## src/hw/rtl/eesc_pkg.sv

```systemverilog
// ----------------------------------------------------------------------------
// eesc_pkg
// shared types, constants and helpers of the effect envelope scaler
// ----------------------------------------------------------------------------
package eesc_pkg;

	localparam int NUM_W       = 40;
	localparam int DIV_W       = 16;
	localparam int ATT_CELLS   = 24;
	localparam int FOLD_STAGES = 6;
	localparam int LATENCY     = 3 + ATT_CELLS + 2 + FOLD_STAGES + 2;

	localparam logic [2:0] REG_MAGNITUDE    = 3'd0;
	localparam logic [2:0] REG_GAIN         = 3'd1;
	localparam logic [2:0] REG_ATTACK_LEVEL = 3'd2;
	localparam logic [2:0] REG_FADE_LEVEL   = 3'd3;
	localparam logic [2:0] REG_ATTACK_TIME  = 3'd4;
	localparam logic [2:0] REG_FADE_TIME    = 3'd5;
	localparam logic [2:0] REG_DURATION     = 3'd6;

	localparam logic [15:0] FULL_SCALE = 16'd255;

	typedef struct packed {
		logic [7:0]  magnitude;
		logic [7:0]  gain;
		logic [7:0]  attack_level;
		logic [7:0]  fade_level;
		logic [15:0] attack_time;
		logic [15:0] fade_time;
		logic [15:0] duration;
	} cfg_t;

	// one in-flight division: quotient bits shift into num from the bottom
	typedef struct packed {
		logic              vld;
		logic [NUM_W-1:0]  num;
		logic [DIV_W-1:0]  rem;
		logic [DIV_W-1:0]  div;
		logic              neg;
		logic [7:0]        base;
		logic signed [15:0] val;
	} work_t;

	// x / 255 for any 16-bit x whose quotient fits in 8 bits (x < 65280)
	function automatic logic [7:0] div255(input logic [15:0] x);
		logic [31:0] p;
		p = {16'd0, x} * 32'h0000_8081;
		return p[30:23];
	endfunction

endpackage

```

## src/hw/rtl/eesc_regs.sv

```systemverilog
// ----------------------------------------------------------------------------
// eesc_regs
// configuration register file behind the apb-style port
// ----------------------------------------------------------------------------
module eesc_regs (
	input  logic                clk,
	input  logic                arst_n,
	input  logic                psel,
	input  logic                penable,
	input  logic                pwrite,
	input  logic [4:0]          paddr,
	input  logic [31:0]         pwdata,
	output logic [31:0]         prdata,
	output logic                pready,
	output eesc_pkg::cfg_t      cfg
);

	eesc_pkg::cfg_t cfg_q;
	logic           wr;

	assign pready = 1'b1;
	assign wr     = psel && penable && pwrite;
	assign cfg    = cfg_q;

	always_ff @(posedge clk or negedge arst_n) begin
		if (!arst_n) begin
			cfg_q.magnitude    <= 8'd0;
			cfg_q.gain         <= 8'd255;
			cfg_q.attack_level <= 8'd0;
			cfg_q.fade_level   <= 8'd0;
			cfg_q.attack_time  <= 16'd0;
			cfg_q.fade_time    <= 16'd0;
			cfg_q.duration     <= 16'd0;
		end else if (wr) begin
			unique case (paddr[4:2])
				eesc_pkg::REG_MAGNITUDE:    cfg_q.magnitude    <= pwdata[7:0];
				eesc_pkg::REG_GAIN:         cfg_q.gain         <= pwdata[7:0];
				eesc_pkg::REG_ATTACK_LEVEL: cfg_q.attack_level <= pwdata[7:0];
				eesc_pkg::REG_FADE_LEVEL:   cfg_q.fade_level   <= pwdata[7:0];
				eesc_pkg::REG_ATTACK_TIME:  cfg_q.attack_time  <= pwdata[15:0];
				eesc_pkg::REG_FADE_TIME:    cfg_q.fade_time    <= pwdata[15:0];
				eesc_pkg::REG_DURATION:     cfg_q.duration     <= pwdata[15:0];
				default: ;
			endcase
		end
	end

	always_comb begin
		unique case (paddr[4:2])
			eesc_pkg::REG_MAGNITUDE:    prdata = {24'd0, cfg_q.magnitude};
			eesc_pkg::REG_GAIN:         prdata = {24'd0, cfg_q.gain};
			eesc_pkg::REG_ATTACK_LEVEL: prdata = {24'd0, cfg_q.attack_level};
			eesc_pkg::REG_FADE_LEVEL:   prdata = {24'd0, cfg_q.fade_level};
			eesc_pkg::REG_ATTACK_TIME:  prdata = {16'd0, cfg_q.attack_time};
			eesc_pkg::REG_FADE_TIME:    prdata = {16'd0, cfg_q.fade_time};
			eesc_pkg::REG_DURATION:     prdata = {16'd0, cfg_q.duration};
			default:                    prdata = 32'd0;
		endcase
	end

endmodule

```

## config.mk

```make
export PLATFORM = sky130hd
export DESIGN_NAME = eesc_regs
export DESIGN_NICKNAME = d
export VERILOG_FILES = /design/src/hw/rtl/eesc_pkg.sv /design/src/hw/rtl/eesc_regs.sv
export SDC_FILE = /design/constraint.sdc
export NUM_CORES = 1
export LEC_CHECK = 0
export BUFFER_PORTS_ARGS = -buffer_cell sky130_fd_sc_hd__buf_2
export CAP_MARGIN = 20
export CORE_MARGIN = 3
export CORE_UTILIZATION = 44
export DETAILED_ROUTE_END_ITERATION = 8
export PLACE_DENSITY = 0.76
export SYNTH_ARGS = -nofsm -noshare
export SYNTH_HDL_FRONTEND = slang
export SYNTH_SLANG_ARGS = --single-unit
```

## constraint.sdc

```tcl
create_clock -name clk -period 1.6 [get_ports clk]
set_clock_uncertainty 0.2 [all_clocks]
set_input_delay 0.24 -clock clk [delete_from_list [all_inputs] [get_ports clk]]
set_output_delay 0.24 -clock clk [all_outputs]
set_load 0.05 [all_outputs]
```

# ---- Word level (Yosys, flattened, before mapping)
# Cells that the tools add are included.
dict set report word_totals {
  ff_bits 80
  input_bits 42
  out_inout_bits 113
}
dict set report classes {
  eq_ne 6
  n_mux 1
  n_reduce_logical 10
}
# operator count
set op_table {}
lappend op_table {{one-hot mux 16 bit (7 select lines)} 1}
lappend op_table {{AND reduction 2 bit} 7}
lappend op_table {{equality test 3 bit, second input constant} 3}
lappend op_table {{equality test 3 x 2 -> 1 bit, second input constant} 2}
lappend op_table {{equality test 3 x 1 -> 1 bit, second input constant} 1}
lappend op_table {{logical NOT 3 bit} 1}
lappend op_table {{logical AND 1 bit} 2}

# ---- Longest topological paths before layout
dict set report depth {
  ltp_word 3
  depth_mapped 6
  depth_no_buf 3
}

# ---- Worst setup path after synthesis
# No wires, ideal clock.
dict set report synth_timing {
  path_kind {input-to-output}
  from {input port paddr[2]}
  to {output port prdata[4]}
  t_arrival_ns 2.149
  t_required_ns 1.160
  slack_ns -0.989
  stages 5
  n_path_buf 3
  path_cell_list {buf_2 > buf_2 > buf_2 > a211oi_1 > o31ai_1}
}
dict set report synth_via {
  elab_chain_len 2
  elab_cells_between_ends 8
  cone_classes {6 x eq/ne; 1 x mux; 1 x reduce/logical}
}
# item line_no
set synth_lines {}
lappend synth_lines {{from (decl)} eesc_regs.sv:11} ;# input logic [4:0] paddr,
lappend synth_lines {{equality test 3 bit (tied with other cells)} eesc_regs.sv:49} ;# unique case (paddr[4:2])
lappend synth_lines {{one-hot mux 16 bit (7 select lines) *} eesc_regs.sv:49}
lappend synth_lines {{to (decl)} eesc_regs.sv:13} ;# output logic [31:0] prdata,
# Every way passes the cells marked *; elsewhere a longest branch is shown, timed or not.

# ---- Worst setup path in the final report
dict set report layout_timing {
  from {register cfg_q (netlist bit cfg[34])}
  to {output port prdata[2]}
}
dict set report layout_via {
  elab_chain_len 1
}
# item line_no
set layout_lines {}
lappend layout_lines {{from (decl)} eesc_regs.sv:18} ;# eesc_pkg::cfg_t cfg_q;
lappend layout_lines {{one-hot mux 16 bit (7 select lines)} eesc_regs.sv:49}
# No other way between the ends.

==> flow_metrics.env <==
export IMPL_synthSimpleGateAreaFrac_pct=8.122
export IMPL_grt_setup_unrepaired="true"
export IMPL_clock_tree_from_tritoncts="done"
export IMPL_fill_cell_total_of_the_finished_layout=620
export IMPL_synth_seq_cells=80
export IMPL_synthAdderAreaFrac_pct=0
export IMPL_fp_coreArea_mm2=0.008763
export IMPL_hold_start="pwdata[7]"
export IMPL_pin_count=155
export IMPL_vias_in_the_first_global_route=3278
export IMPL_placed_cells_incl_taps=563
export IMPL_hpwl_mm=7.788
export IMPL_post_route_cell_area_mm2=0.006056
export IMPL_worst_setup_path_type="flop to output pin"
export IMPL_final_common_cell="sky130_fd_sc_hd__buf_2"
export IMPL_syn_avg_cell_area_um2=13.09
export IMPL_worst_hold_path_type="input port to flop"
export IMPL_net_switching_power_w=0.003474
export IMPL_finish_cell_count_without_fillers=620
export IMPL_pwr_density_cell_mw_per_mm2=1311
export IMPL_placement_setup_worst_slack_ns=-0.3394
export IMPL_total_cell_area_at_the_placement_stage_mm2=0.005273
export IMPL_largest_register_ff_count=80
export IMPL_global_route_wire_length_before_repair_mm=17.46
export IMPL_wire_per_inst_um=17.73
export IMPL_synth_yosys_seq_area_share_pct=50.23
export IMPL_port_buffers=119
export IMPL_numCtsBuffers=9
export IMPL_drt_first_iter_violations=91
export IMPL_internal_power_w=0.004462
export IMPL_setup_violations_final=18
export IMPL_netlist_instances=306
export IMPL_hold_viol_final=0
export IMPL_grt_use_total_pct=22.02
export IMPL_final_layout_size_suffix_gt1_share_pct=75.39
export IMPL_yosys_mux_area_fraction_pct=28.87
export IMPL_ir_drop_uv=639.3
export IMPL_maximum_capacitance_violations=0
export IMPL_finalCritPeriodShare_pct=130.4
export IMPL_areaGrowthSynthToFinish_pct=51.20
export IMPL_initial_utilization_pct=45.70
export IMPL_core_rowCount=34
export IMPL_crit_path_top_delay_cell="sky130_fd_sc_hd__mux4_2"
export IMPL_antenna_left=0
export IMPL_cp_required_ns=1.16
export IMPL_die_h_um=101.4
export IMPL_n_antenna_cell=0
export IMPL_routed_wl_mm=10.99
export IMPL_grt_max_degree=81
export IMPL_max_freq_ghz=0.4793
export IMPL_share_comb_of_total_power_pct=47.7
export IMPL_cts_h_tree_depth=3
export IMPL_critical_path_arrival_ns=1.65
export IMPL_die_width_um=101.4
export IMPL_power_clock_fraction_pct=17.3
export IMPL_synth_compound_area_share_pct=6.623
export IMPL_synth_xor_area_share_pct=0
export IMPL_violated_checks="setup timing"
export IMPL_vias_per_cell=5.158
export IMPL_timing_hold_worst_endpoint="cfg[79]"
export IMPL_clkTransAtPathRegs_ns=0.09
export IMPL_grt_overflow_total=0
export IMPL_p_leak_nw=2.933
export IMPL_cts_buffer_depth=2
export IMPL_finalCoreUtilization_pct=69.10
export IMPL_pwr_share_seq_pct=34.9
export IMPL_worst_path_largest_cell_delay_ns=0.45
export IMPL_regToRegEndpoint="cfg[44]"
export IMPL_critical_path_cell_chain="mux4_2 > mux2_4 > buf_6"
export IMPL_period_needed_ns=2.086
export IMPL_post_route_worst_setup_slack_ns=-0.4862
export IMPL_hold_path_depth=2
export IMPL_setup_worst_path_start_class="flop"
export IMPL_nets=549
export IMPL_fp_dieArea_mm2=0.01028
export IMPL_maxSlewViolCount=0
export IMPL_drt_pass1_iterations=4
export IMPL_power_share_switching_pct=43.78
export IMPL_place_gp_congestion=0.8186
export IMPL_critical_path_endpoint_type="output pin"
export IMPL_layout_common_cells="sky130_fd_sc_hd__buf_2, sky130_fd_sc_hd__buf_4, sky130_fd_sc_hd__mux2_2"
export IMPL_synth_warnings=0
export IMPL_syn_cell_area_mm2=0.004005
export IMPL_worst_r2r_path_depth=3
export IMPL_cts_sinks=80
export IMPL_clock_insertion_delay_worst_skew_ns=0.34
export IMPL_outcome="finished with violations"
export IMPL_register_to_register_setup_slack_ns=0.34
export IMPL_rr_startpoint="cfg[44]"
export IMPL_yosysUniqueCellTypes=33
export IMPL_timing_critical_path_fanout_max=2
export IMPL_combinational_family_with_the_most_area_after_synthesis="multiplexers"
export IMPL_route_detailed_drc=0
export IMPL_antenna_violations_before_repair=0
export IMPL_cts_root_buffer="sky130_fd_sc_hd__clkbuf_8"
export IMPL_dr_total_vias=3198
-- per-stage QoR --
step	setup TNS (ns)	total power [W]	hold slack [ns]
2_1_floorplan	-2.111	0.005301	-0.2556
3_3_place_gp	-16.48	0.006071	0.09790
3_5_place_dp	-17.10	0.006142	0.1014
4_1_cts	-3.811	0.007864	0.001917
5_1_grt	-4.822	0.008289	0.01265
6_report	-3.746	0.007936	0.01614
-- worst max-delay path, delay by kind of cell (launching register included) --
kind                   cells  cell delay (ns)
multiplexers               2             0.73
flip-flops                 1             0.41
buffers and inverters      1             0.15
-- final cells by class --
class	instances	area, um^2	area share (%)
sequential	80	2061	34.03
multi-input combinational	201	2081	34.36
clock buffer	12	155.1	2.562
tap	108	135.1	2.231
inverter	3	11.26	0.1860
timing repair buffer	212	1584	26.16
clock inverter	4	28.78	0.4752
-- worst max path at each step --
stage	depth (start not counted)	startpoint	endpoint
final	3	cfg[34]	prdata[2]
after global routing	3	cfg[2]	prdata[2]
after CTS	3	cfg[34]	prdata[2]
after detailed placement	7	paddr[3]	prdata[13]
after global placement	6	paddr[4]	prdata[6]
after floorplan	2	cfg[2]	prdata[2]
-- Yosys cell counts --
library cell,n,area [um^2]
sky130_fd_sc_hd__or3_1,3,18.77
sky130_fd_sc_hd__a21oi_1,1,5.000
sky130_fd_sc_hd__buf_2,8,40.04
sky130_fd_sc_hd__mux4_2,1,22.52
sky130_fd_sc_hd__o22ai_1,1,6.260
sky130_fd_sc_hd__o221ai_1,1,8.760
sky130_fd_sc_hd__inv_1,3,11.26
sky130_fd_sc_hd__buf_4,21,157.7
sky130_fd_sc_hd__nor3b_1,1,7.510
sky130_fd_sc_hd__a211o_1,1,8.760
sky130_fd_sc_hd__o21ai_0,1,5.000
sky130_fd_sc_hd__nor3_1,1,5.000
sky130_fd_sc_hd__mux2_4,8,120.1
sky130_fd_sc_hd__nor2b_1,6,37.54
sky130_fd_sc_hd__clkbuf_1,8,30.03
sky130_fd_sc_hd__o31ai_1,5,37.54
sky130_fd_sc_hd__o32ai_1,1,8.760
sky130_fd_sc_hd__nand4b_4,1,23.77
sky130_fd_sc_hd__o211a_1,5,50.05
sky130_fd_sc_hd__nand2_1,10,37.54
sky130_fd_sc_hd__dfstp_2,8,210.2
sky130_fd_sc_hd__mux2_2,74,833.3
sky130_fd_sc_hd__nand4b_1,10,87.58
sky130_fd_sc_hd__mux2i_1,18,180.2
sky130_fd_sc_hd__dfrtp_1,72,1802
sky130_fd_sc_hd__nor2_2,5,31.28
sky130_fd_sc_hd__or2_2,8,50.05
sky130_fd_sc_hd__nand3b_1,1,7.510
sky130_fd_sc_hd__a211oi_1,5,37.54
sky130_fd_sc_hd__a21boi_0,13,97.59
sky130_fd_sc_hd__nand2b_1,2,12.51
sky130_fd_sc_hd__conb_1,2,7.510
sky130_fd_sc_hd__nand4_1,1,6.260
-- cell families after synthesis --
family                 Yosys count
AO/OA/AOI/OAI                   34
buffers and inverters           40
flip-flops                      80
multiplexers                   101
other                            2
AND/OR/NAND/NOR                 49
-- power groups by stage --
stage,Sequential (W),Clock [W],Combinational (W)
floorplan,0.00419,0,0.00111
global placement,0.00280,0,0.00327
detailed placement,0.00282,0,0.00332
CTS,0.00276,0.00142,0.00368
global route,0.00282,0.00151,0.00396
finish,0.00277,0.00138,0.00379
-- what timing repair did --
item                       4_1_cts  5_1_grt
hold endpoints to repair       104        0
setup buffers                   21       11
resized for setup               60       24
hold buffers                    11        0
pin swaps                       18        4
setup endpoints to repair       23       21
-- per-layer routing --
layer  up-vias  GRT usage (%)  part of all wire (%)
met5         -              0                     0
met4         0          8.384                   2.0
met3        16          3.650                   4.2
met2        84          36.57                    51
met1      1625          28.92                    42
li1       1473              -                     -
No activity file was read; power rests on OpenSTA's default activity.
