`src/hw/rtl/eesc_pkg.sv`:
```
// ----------------------------------------------------------------------------
// eesc_pkg
// shared types, constants and helpers of the effect envelope scaler
// ----------------------------------------------------------------------------
package eesc_pkg;

	localparam int NUM_W       = 40;
	localparam int DIV_W       = 16;
	localparam int ATT_CELLS   = 24;
	localparam int FOLD_STAGES = 6;
	localparam int LATENCY     = 3 + ATT_CELLS + 2 + FOLD_STAGES + 2;

	localparam logic [2:0] REG_MAGNITUDE    = 3'd0;
	localparam logic [2:0] REG_GAIN         = 3'd1;
	localparam logic [2:0] REG_ATTACK_LEVEL = 3'd2;
	localparam logic [2:0] REG_FADE_LEVEL   = 3'd3;
	localparam logic [2:0] REG_ATTACK_TIME  = 3'd4;
	localparam logic [2:0] REG_FADE_TIME    = 3'd5;
	localparam logic [2:0] REG_DURATION     = 3'd6;

	localparam logic [15:0] FULL_SCALE = 16'd255;

	typedef struct packed {
		logic [7:0]  magnitude;
		logic [7:0]  gain;
		logic [7:0]  attack_level;
		logic [7:0]  fade_level;
		logic [15:0] attack_time;
		logic [15:0] fade_time;
		logic [15:0] duration;
	} cfg_t;

	// one in-flight division: quotient bits shift into num from the bottom
	typedef struct packed {
		logic              vld;
		logic [NUM_W-1:0]  num;
		logic [DIV_W-1:0]  rem;
		logic [DIV_W-1:0]  div;
		logic              neg;
		logic [7:0]        base;
		logic signed [15:0] val;
	} work_t;

	// x / 255 for any 16-bit x whose quotient fits in 8 bits (x < 65280)
	function automatic logic [7:0] div255(input logic [15:0] x);
		logic [31:0] p;
		p = {16'd0, x} * 32'h0000_8081;
		return p[30:23];
	endfunction

endpackage

```
`src/hw/rtl/eesc_div_cell.sv`:
```
// ----------------------------------------------------------------------------
// eesc_div_cell
// one restoring division step, registered, passed on to the next cell
// ----------------------------------------------------------------------------
module eesc_div_cell (
	input  logic             clk,
	input  logic             arst_n,
	input  eesc_pkg::work_t  din,
	output eesc_pkg::work_t  dout
);

	logic [eesc_pkg::DIV_W:0]   trial;
	logic [eesc_pkg::DIV_W:0]   diff;
	logic                       qbit;
	eesc_pkg::work_t            nxt;
	logic                       vld_q;
	eesc_pkg::work_t            data_q;

	always_comb begin
		trial = {din.rem, din.num[eesc_pkg::NUM_W-1]};
		diff  = trial - {1'b0, din.div};
		qbit  = (trial >= {1'b0, din.div});
		nxt   = din;
		nxt.num = {din.num[eesc_pkg::NUM_W-2:0], qbit};
		nxt.rem = qbit ? diff[eesc_pkg::DIV_W-1:0] : trial[eesc_pkg::DIV_W-1:0];
	end

	always_ff @(posedge clk or negedge arst_n) begin
		if (!arst_n) begin
			vld_q <= 1'b0;
		end else begin
			vld_q <= din.vld;
		end
	end

	always_ff @(posedge clk) begin
		data_q <= nxt;
	end

	always_comb begin
		dout     = data_q;
		dout.vld = vld_q;
	end

endmodule

```
`config.mk`:
```
export PLATFORM = sky130hd
export DESIGN_NAME = eesc_div_cell
export DESIGN_NICKNAME = d
export VERILOG_FILES = /design/src/hw/rtl/eesc_pkg.sv /design/src/hw/rtl/eesc_div_cell.sv
export SDC_FILE = /design/constraint.sdc
export NUM_CORES = 1
export LEC_CHECK = 0
export ABC_AREA = 1
export BUFFER_PORTS_ARGS = -buffer_cell sky130_fd_sc_hd__buf_2
export CAP_MARGIN = 20
export CORE_MARGIN = 2
export CORE_UTILIZATION = 38
export CTS_CLUSTER_SIZE = 10
export DETAILED_ROUTE_END_ITERATION = 8
export GPL_TIMING_DRIVEN = 0
export HOLD_SLACK_MARGIN = 0.05
export PLACE_DENSITY = 0.76
export SETUP_SLACK_MARGIN = 0.5
export SLEW_MARGIN = 20
export SYNTH_ARGS = -nofsm -noshare
export SYNTH_HDL_FRONTEND = slang
export SYNTH_SLANG_ARGS = --single-unit
export TNS_END_PERCENT = 5
```
`constraint.sdc`:
```
create_clock -name clk -period 0.8 [get_ports clk]
set_input_delay 0 -clock clk [delete_from_list [all_inputs] [get_ports clk]]
set_output_delay 0 -clock clk [all_outputs]
set_load 0.1 [all_outputs]
```
=== After elaboration in Yosys (flattened, before gate mapping) ===
Cells that the tools add are included.
W data, S select, Z words.

* Register bits after elaboration: 98
* Output and inout port bits: 98

* $add $sub $neg: 1
* $lt $le $gt $ge: 1
* Mux-type cells: 1

{| class="wikitable"
|+ Operators with widths
! operator !! count
|-
| $ge A17 B16 Y1 || 1
|-
| $mux W16 || 1
|-
| $sub A16 B16 Y16 || 1
|}

=== Longest topological paths before layout ===
Gate-level depths: netlist of run 1.

* Depth in word-level cells: 2
* Mapped depth: 14

=== Least setup slack after synthesis of run 1 ===
Ideal clock, no wire load.

* Path type: input to register
* Start: input din[28] (netlist name)
* End: register data_q (netlist bit dout[53])
* Data arrival time: 1.233 ns
* Data required time: 0.687 ns
* Setup slack: -0.546 ns
* Cell stages on the path: 14
* Buffers on the path: 2
* Cells stage by stage: inv_1 > ha_1 > nand2_1 > inv_1 > nand2_1 > nand2_1 > nand2_1 > nand3_2 > nand2_1 > nand2_2 > buf_6 > buf_12 > nand3_1 > nand2_1

{| class="wikitable"
|+ RTL lines
! item !! RTL line !! source
|-
| start, declared || eesc_div_cell.sv:8 || <nowiki>input eesc_pkg::work_t din,</nowiki>
|-
| end signal, assigned || eesc_div_cell.sv:37 || <nowiki>data_q <= nxt;</nowiki>
|-
| end, declared || eesc_div_cell.sv:17 || <nowiki>eesc_pkg::work_t data_q;</nowiki>
|}

==> results of run 1 <==
[registers in the layout (all words and copies together), names as in the netlist]
name   cells
vld_q      1
dout      97
[cells in the final DEF, fill, tap and decap left out, types with 2 or more instances in the layout]
cell	n
buf_12	100
dfxtp_2	97
buf_2	79
nand2_1	72
inv_1	38
nand2_2	35
buf_4	18
ha_4	16
nand2_4	15
buf_6	14
inv_2	13
nor2_1	12
inv_4	9
nand3_1	9
clkbuf_8	9
nand3_2	8
a21oi_1	8
nor2_4	5
xor2_1	5
buf_8	4
nand4_1	4
diode_2	2
nor2_2	2
and2_1	2
nand3b_1	2
nand3_4	2
inv_6	2
clkinv_8	2
clkinv_4	2
[layout make-up]
class,instances,area [sq um],share of cell area
Antenna cell,2,5.005,0.0007117
Buffer,4,61.31,0.008719
Clock buffer,9,123.9,0.01762
Clock inverter,7,78.83,0.01121
Inverter,60,247.7,0.03523
Multi-Input combinational cell,206,1572,0.2235
Sequential cell,98,2088,0.2970
Tap cell,105,131.4,0.01868
Timing Repair Buffer,213,2724,0.3874
[per-stage QoR]
stage / instances / total power (W) / util / hold slack [ns]
after CTS: 689 / 0.01487 / 0.7939 / -0.2876
after global routing: 704 / 0.01609 / 0.8473 / -0.3025
after floorplan: 368 / 0.009211 / - / -0.2956
after detailed placement: 670 / 0.01011 / 0.5595 / -0.2163
final: 704 / 0.01574 / 0.8473 / -0.2849
after global placement: 670 / 0.01006 / 0.5595 / -0.2160
[worst max-delay path, stage by stage]
cell	delay [ns]
buf_2	0.07
inv_1	0.06
ha_4	0.16
fa_2	0.38
inv_1	0.07
nand2_1	0.05
nand2_1	0.15
nand2_1	0.12
nand2_1	0.09
nand2_1	0.09
nand3_2	0.11
nand2_2	0.06
[worst max-delay path by stage]
stage | slack (ns) | to | depth (start not counted) | start
CTS | -0.31 | dout[53] | 13 | din[34]
floorplan | -0.40 | dout[52] | 12 | din[30]
global placement | -0.75 | dout[52] | 13 | din[29]
global route | -0.44 | dout[51] | 12 | din[96]
finish | -0.36 | dout[51] | 12 | din[96]
detailed placement | -0.80 | dout[53] | 13 | din[29]
[power breakdown]
| group | switching (W) | internal, W | total (W) |
|---|---|---|---|
| Clock | 0.00216 | 0.00124 | 0.00340 |
| Sequential | 0.000354 | 0.00535 | 0.00570 |
| Combinational | 0.00421 | 0.00242 | 0.00664 |
[layer usage]
layer / vias up / GRT usage / part of all wire
li1: 1565 / - / -
met1: 1701 / 0.3309 / 0.35
met2: 235 / 0.5438 / 0.52
met5: - / 0 / 0
met4: 0 / 0.07801 / 0.051
met3: 73 / 0.07266 / 0.072
[repair_timing]
| item | 4_1_cts | 5_1_grt |
|---|---|---|
| cloned | 0 | 1 |
| gates resized for setup | 522 | 94 |
| setup endpoints to repair | 115 | 115 |
| pin swaps | 4 | 49 |
| hold endpoints to repair | 98 | 98 |
| buffers inserted | 2 | 12 |
[cell families (layout without fill, tap and decap cells)]
family / count (synthesis) / in the layout / synth area share
fa+ha+maj: 17 / 17 / 0.06687
other cells: 0 / 2 / 0
simple gates: 171 / 171 / 0.2173
buf+inv: 64 / 293 / 0.08359
xor+xnor: 6 / 6 / 0.01596
compound gates: 12 / 12 / 0.01900
flops: 98 / 98 / 0.5973
==> flow_summary_export.csv, run 1 <==
group,metric,value,unit
clocking,htreeDepth,3,
sta,period_needed,1.161,ns
global_route,grt_pass1_wl,21.05,mm
cells_and_area,drive_gt1_frac,0.7370,
synthesis,synth_flop_cell,"dfxtp_1",
pwr,leakagePower,3.401,nW
synthesis,syn_nets,485,
cells_and_area,syn_to_final_growth,113.5,%
floorplan,start_util,0.3968,
sta,fmax,0.8613,GHz
drt,wl_per_cell,22.75,microns
drt,drt_iter0_drc,263,
sta,slew_headroom,0.8094,
place,place_congestion,0.8894,
clocking,hold_buffers,1,
min_path,min_from,"din[27]",
drt,ant_nets,0,
sta,layout_setup_ws,-0.3611,ns
sta,finalSetupViolations,115,
cells_and_area,fin_area,0.007032,sq mm
flow_run,drv_cap,0,
clocking,numClockSinks,98,
min_path,holdPathStages,1,
drt,vias_per_cell,5.077,
place,dp_hpwl,7.751,mm
place,dpl_cell_area,0.004643,sq mm
floorplan,core_area,0.008299,sq mm
pwr,max-vdd-ir-drop,1.382,mV
global_route,overflow,0,
synthesis,yosysTopAreaCellShare,0.5897,
synthesis,yosysMostFrequentCell,"nand2_1",
sta,rsz0062_at_grt,"yes",
global_route,antenna_found_initial,2,
pwr,p_per_area,2238,mW/mm^2
sta,slew_violations,0,
synthesis,synth_warnings,0,
synthesis,ys_seq_elements,98,
min_path,hold_end,"dout[27]",
worst_setup_path,cp_max_fo,3,
global_route,grt_pass1_vias,3505,
synthesis,ys_seq_area_frac,0.5973,
global_route,track_usage,0.2923,
synthesis,ys_top_cells_by_area,"dfxtp_1, nand2_1, inv_1, ha_1, nand3_1",
drt,drt_wl_total,16.01,mm
synthesis,synth_cell_type_count,24,
synthesis,synth-async-reset-ratio,0.01020,
cells_and_area,fin_nets,709,
drt,route.detailed.drc,0,
sta,fin_hold_ws,-0.2849,ns
worst_setup_path,end_kind,"flop",
drt,vias,3574,
worst_setup_path,critPathKind,"input port to flop",
floorplan,row_count,33,
clocking,cts_root_buf,"clkbuf_8",
place,io_buffers,197,
synthesis,yosys.area.top_type,"dfxtp_1",
cells_and_area,fill_cells,344,
sta,setup_tns,-16.43,ns
floorplan,die-area,0.009426,sq mm
outcome,status,"complete, but fails checks",
floorplan,die_w,97.09,microns
outcome,violations,"hold timing, setup timing",
place,dp_slack,-0.8001,ns
clocking,cts_buffers,9,
floorplan,die-height,97.09,microns
sta,hold_viol_final,98,
synthesis,synth-edff-count,0,
min_path,hold_path_class,"input port to flop",
synthesis,synth.cell_area,0.003293,sq mm
clocking,cts_tree,"yes",
drt,drt-pass1-iter-count,6,
synthesis,synth_common_cells,"nand2_1, dfxtp_1, inv_1",
clocking,clockBufferDepth,2,
sta,fin_crit_sh,1.451,
clocking,clk_pin_slew,0.12,ns
sta,worst_pin_slew,0.2849,ns
worst_setup_path,crit_required,1.06,ns
synthesis,synthesis.instances,368,
floorplan,pin_count,198,
global_route,grt_max_degree,21,
worst_setup_path,cp_data_arrival_time,1.42,ns
worst_setup_path,start_kind,"input port",
synthesis,syn_avg_cell_area,8.949,sq um
Power figures use the tool's default switching activity.
==> run 2, diff against run 1 <==
--- a/config.mk
+++ b/config.mk
@@ -9,12 +9,12 @@
 export BUFFER_PORTS_ARGS = -buffer_cell sky130_fd_sc_hd__buf_2
 export CAP_MARGIN = 20
 export CORE_MARGIN = 2
-export CORE_UTILIZATION = 38
+export CORE_UTILIZATION = 46
 export CTS_CLUSTER_SIZE = 10
 export DETAILED_ROUTE_END_ITERATION = 8
 export GPL_TIMING_DRIVEN = 0
 export HOLD_SLACK_MARGIN = 0.05
-export PLACE_DENSITY = 0.76
+export PLACE_DENSITY = 0.85
 export SETUP_SLACK_MARGIN = 0.5
 export SLEW_MARGIN = 20
 export SYNTH_ARGS = -nofsm -noshare
==> constraint.sdc (replaced) <==
create_clock -name clk -period 1.5 [get_ports clk]
set_input_delay 0 -clock clk [delete_from_list [all_inputs] [get_ports clk]]
set_output_delay 0 -clock clk [all_outputs]
set_load 0.1 [all_outputs]
==> run 2 against run 1 <==
  * The flow now finishes without violations
  * Combinational power decreased by 52%
  * Setup slack improved by 0.54 ns
  * Routed wire length increased by 12%
  * Clock power decreased by 48%
  * Global-route usage increased by 6.5 points
  * Power decreased by 50%
  * Worst hold slack improved by 0.39 ns
  * Cell count increased by 13%
  * Critical endpoint is now dout[53]
  * Highest routed layer unchanged
==> flow_summary_export.csv, run 2 (same netlist as run 1, synthesis figures left out) <==
group,metric,value,unit
floorplan,row_count,30,
drt,ant_nets,0,
floorplan,start_util,0.4794,
global_route,grt_pass1_vias,3963,
min_path,min_from,"din[55]",
pwr,clkPwrFrac,0.227,
cells_and_area,largest_register_ffs,97,
sta,fmax,0.7586,GHz
pwr,p_int,0.004306,W
floorplan,die_w,88.61,microns
drt,vias,4249,
min_path,hold_end,"dout[56]",
place,dp_slack,-0.06769,ns
sta,hold_viol_final,0,
sta,worst_pin_slew,0.5352,ns
place,io_buffers,197,
floorplan,core_area,0.006869,sq mm
global_route,track_usage,0.3570,
global_route,grt_pass1_wl,20.49,mm
worst_setup_path,crit_required,1.76,ns
cells_and_area,drive_gt1_frac,0.4878,
pwr,p_seq_frac,0.369,
worst_setup_path,start_kind,"input port",
pwr,p_switching,0.003501,W
cells_and_area,final_common_cell,"buf_2",
floorplan,pin_count,198,
clocking,numClockSinks,98,
sta,slew_violations,0,
global_route,overflow,0,
cells_and_area,syn_to_final_growth,91.41,%
min_path,holdPathStages,5,
worst_setup_path,end_kind,"flop",
drt,drt_wl_total,17.95,mm
sta,setup_tns,0,ns
pwr,max-vdd-ir-drop,0.7076,mV
clocking,clockBufferDepth,2,
cells_and_area,n_antenna_cell,0,
pwr,leakagePower,3.234,nW
sta,finalSetupViolations,0,
cells_and_area,final_cell_mix,"buf_2, dlygate4sd3_1, dfxtp_1",
clocking,cts_root_buf,"clkbuf_8",
pwr,switching_share,0.4485,
sta,rsz0062_at_grt,"yes",
pwr,p_comb_frac,0.404,
sta,layout_setup_ws,0.1818,ns
drt,wl_per_cell,22.58,microns
clocking,htreeDepth,3,
min_path,hold_path_class,"input port to flop",
cells_and_area,fill_cells,251,
floorplan,die-area,0.007852,sq mm
clocking,clk_pin_slew,0.10,ns
drt,drt_iter0_drc,372,
clocking,cts_buffers,9,
global_route,grt_max_degree,19,
pwr,p_per_area,1239,mW/mm^2
drt,drt-pass1-iter-count,7,
drt,route.detailed.drc,0,
flow_run,drv_cap,0,
sta,period_needed,1.318,ns
place,place_congestion,0.8708,
place,dp_hpwl,7.747,mm
worst_setup_path,critPathKind,"input port to flop",
worst_setup_path,cp_max_fo,6,
floorplan,die-height,88.61,microns
sta,fin_crit_sh,0.8788,
cells_and_area,fin_nets,811,
clocking,cts_tree,"yes",
sta,slew_headroom,0.6456,
worst_setup_path,crit_start,"din[31]",
worst_setup_path,cp_data_arrival_time,1.58,ns
global_route,antenna_found_initial,1,
outcome,status,"finished, final reports clean",
drt,vias_per_cell,5.345,
## run 2: layer usage
| layer | wire [microns] | up-vias | part of all wire | global-route usage |
|---|---|---|---|---|
| li1 | - | 1768 | - | - |
| met1 | 6050 | 1921 | 0.34 | 0.3669 |
| met2 | 8523 | 417 | 0.47 | 0.6357 |
| met3 | 1986 | 143 | 0.11 | 0.09981 |
| met4 | 1390 | 0 | 0.077 | 0.2273 |
| met5 | 0 | - | 0 | 0 |
## run 2: power by group through the flow
stage	Combinational (W)	Clock [W]	Sequential, W
2_1_floorplan	0.000531	0	0.00438
3_3_place_gp	0.00245	0	0.00290
3_5_place_dp	0.00248	0	0.00291
4_1_cts	0.00272	0.00168	0.00285
5_1_grt	0.00321	0.00184	0.00289
6_report	0.00316	0.00177	0.00288
## run 2: timing repair
| item | CTS | global route |
|---|---|---|
| setup buffers | 2 | 14 |
| hold endpoints to repair | 98 | 0 |
| hold buffers | 100 | 0 |
| endpoints found under the setup margin | 115 | 115 |
| pin swaps | 3 | 41 |
| gates cloned | 1 | 1 |
| resized for setup | 17 | 82 |
## run 2: worst max path at each step
stage | to | slack [ns] | cells after the start
after detailed placement | dout[47] | -0.07 | 13
after global placement | dout[52] | -0.05 | 15
after floorplan | dout[53] | 0.29 | 14
after global routing | dout[43] | 0.15 | 15
after CTS | dout[48] | 0.37 | 1
final | dout[53] | 0.18 | 15
## run 2: metrics by stage
step | instances | hold WS, ns | utilization | total power [W] | area [sq um]
after floorplan | 368 | -0.2956 | - | 0.004911 | 3521
after global placement | 661 | -0.2260 | 0.6736 | 0.005355 | 4627
after detailed placement | 661 | -0.2244 | 0.6736 | 0.005390 | 4627
after CTS | 780 | 0.09116 | 0.8556 | 0.007260 | 5877
after global routing | 795 | 0.1262 | 0.9177 | 0.007939 | 6304
final | 795 | 0.1092 | 0.9177 | 0.007807 | 6304
## run 2: cell type report
class,count,area [sq um],area share
flip-flops and latches,98,1967,0.3120
plain buffers,4,57.56,0.009131
repair buffers,315,2181,0.3460
clock buffers,10,137.6,0.02183
well taps,96,120.1,0.01906
clock inverters,6,53.80,0.008535
multi-input cells,206,1556,0.2469
inverters,60,230.2,0.03652
## run 2: worst max-delay path: stages
cell and delay (ns):
buf_2 0.11, inv_2 0.09, ha_4 0.23, nand2_1 0.09
nand2_2 0.07, nand2_2 0.11, nand2_2 0.11, inv_2 0.08
nand3_2 0.08, nand2_2 0.10, nand2_4 0.07, buf_8 0.15
buf_12 0.14, nand3_2 0.08, nand2_2 0.06
==> run 3, diff against run 2 <==
--- a/config.mk
+++ b/config.mk
@@ -15,7 +15,7 @@
 export GPL_TIMING_DRIVEN = 0
 export HOLD_SLACK_MARGIN = 0.05
 export PLACE_DENSITY = 0.85
-export SETUP_SLACK_MARGIN = 0.5
+export SETUP_SLACK_MARGIN = 0.1
 export SLEW_MARGIN = 20
 export SYNTH_ARGS = -nofsm -noshare
 export SYNTH_HDL_FRONTEND = slang
==> run 3 against run 2 <==
  * Fmax is 4.9% lower
  * Routed wire length is 16% lower
  * Count of clock-buffer cells in the layout stayed put
==> flow_summary_export.csv, run 3 (same netlist as run 1, synthesis figures left out) <==
group,metric,value,unit
outcome,status,"finished, final reports clean",
worst_setup_path,critPathKind,"input port to flop",
global_route,grt_pass1_wl,21.00,mm
cells_and_area,syn_to_final_growth,71.96,%
pwr,clkPwrFrac,0.235,
sta,finalSetupViolations,0,
place,place_congestion,0.8898,
worst_setup_path,end_kind,"flop",
global_route,track_usage,0.3650,
pwr,p_comb_frac,0.372,
min_path,min_from,"din[55]",
drt,vias_per_cell,5.000,
floorplan,pin_count,198,
clocking,clockBufferDepth,2,
drt,drt-pass1-iter-count,7,
global_route,overflow,0,
cells_and_area,fin_area,0.005663,sq mm
sta,slew_headroom,0.6471,
sta,hold_viol_final,0,
floorplan,die-area,0.007852,sq mm
pwr,leakagePower,3.045,nW
pwr,switching_share,0.4391,
drt,wl_per_cell,19.40,microns
sta,fmax,0.7215,GHz
global_route,grt_max_degree,19,
place,dp_hpwl,7.458,mm
pwr,p_seq_frac,0.393,
clocking,cts_tree,"yes",
place,dp_slack,-0.1783,ns
global_route,grt_pass1_vias,3947,
cells_and_area,fin_util,0.8244,
floorplan,start_util,0.4794,
cells_and_area,final_common_cell,"buf_2",
worst_setup_path,cp_max_fo,10,
cells_and_area,final_cell_mix,"buf_2, nand2_1, dlygate4sd3_1",
drt,route.detailed.drc,0,
flow_run,drv_cap,0,
cells_and_area,area.sequential,0.001967,sq mm
sta,period_needed,1.386,ns
cells_and_area,drive_gt1_frac,0.3574,
pwr,p_per_area,1292,mW/mm^2
drt,vias,3890,
floorplan,die_w,88.61,microns
sta,worst_pin_slew,0.5331,ns
pwr,p_int,0.004104,W
place,io_buffers,197,
floorplan,core_area,0.006869,sq mm
sta,setup_tns,0,ns
cells_and_area,fin_nets,792,
min_path,hold_path_class,"input port to flop",
worst_setup_path,crit_start,"din[35]",
cells_and_area,largest_register_ffs,97,
place,dpl_cell_area,0.004399,sq mm
clocking,clk_pin_slew,0.10,ns
drt,ant_nets,0,
cells_and_area,fill_cells,365,
floorplan,row_count,30,
sta,rsz0062_at_grt,"no",
drt,drt_iter0_drc,366,
pwr,p_switching,0.003212,W
pwr,max-vdd-ir-drop,0.6653,mV
sta,layout_setup_ws,0.1141,ns
worst_setup_path,cp_data_arrival_time,1.70,ns
drt,drt_wl_total,15.09,mm
worst_setup_path,crit_required,1.81,ns
clocking,numClockSinks,98,
worst_setup_path,start_kind,"input port",
clocking,cts_buffers,9,
clocking,htreeDepth,3,
clocking,cts_root_buf,"clkbuf_8",
pwr,power.total,0.007316,W
floorplan,die-height,88.61,microns
sta,slew_violations,0,
sta,fin_crit_sh,0.9240,
global_route,antenna_found_initial,2,
cells_and_area,multiInputGateArea,0.001121,sq mm
## run 3: changes by cell type in the layout (fill, tap and decap cells not counted), sizes merged
| cell | change |
|---|---|
| buf | -13 |
| clkbuf | -5 |
| diode | +2 |
| inv | -2 |
| clkinv | +1 |
| clkinvlp | +1 |
| dlygate4sd3 | -1 |
## run 3: repair_timing
action	4_1_cts	5_1_grt
hold buffers	99	0
gates resized for setup	0	20
setup buffers	0	0
endpoints found under the setup margin	0	10
hold endpoints to repair	98	0
## run 3: worst max-delay path, stage by stage
cell and delay, ns:
buf_2 0.10, inv_1 0.05, ha_1 0.35, nand2_1 0.14, nor2_2 0.16, nand2_1 0.12, nor2_2 0.15, nor2_2 0.05
nand2_2 0.08, buf_6 0.15, buf_12 0.14, nand3_1 0.12, nand2_1 0.08
## run 3: metrics by stage
step / instances / hold WS [ns]
after floorplan: 368 / -0.2956
after global placement: 661 / -0.2247
after detailed placement: 661 / -0.2234
after CTS: 776 / 0.06858
after global routing: 778 / 0.07246
final: 778 / 0.07626
## run 3: path summary, 6_finish.rpt
kind / to / slack (ns) / depth (start not counted)
max: dout[53] / 0.11 / 13
min: dout[56] / 0.08 / 5
max in group asynchronous: vld_q / 0.93 / 3
min in group asynchronous: vld_q / 0.46 / 3
## run 3: area by class of cell
type	instances	share of cell area
sequential	98	0.3473
tap	96	0.02121
inverter	60	0.03977
multi-input combinational	206	0.1980
timing repair buffer	296	0.3491
clock buffer	10	0.02430
buffer	4	0.008838
clock inverter	6	0.01061
antenna	2	0.0008838
## run 3: power by group through the flow
| stage | logic [W] | registers, W | clock network (W) |
|---|---|---|---|
| floorplan | 0.000437 | 0.00438 | 0 |
| global placement | 0.00234 | 0.00290 | 0 |
| detailed placement | 0.00236 | 0.00291 | 0 |
| CTS | 0.00257 | 0.00285 | 0.00167 |
| global route | 0.00281 | 0.00289 | 0.00181 |
| finish | 0.00272 | 0.00288 | 0.00172 |
## run 3: layer usage
layer  vias up  GRT usage  wire length (microns)
li1       1731          -                      -
met1      1718     0.3705                   5005
met2       330     0.6241                   7363
met3       111     0.1241                   1551
met4         0     0.2631                   1172
met5         -          0                      0
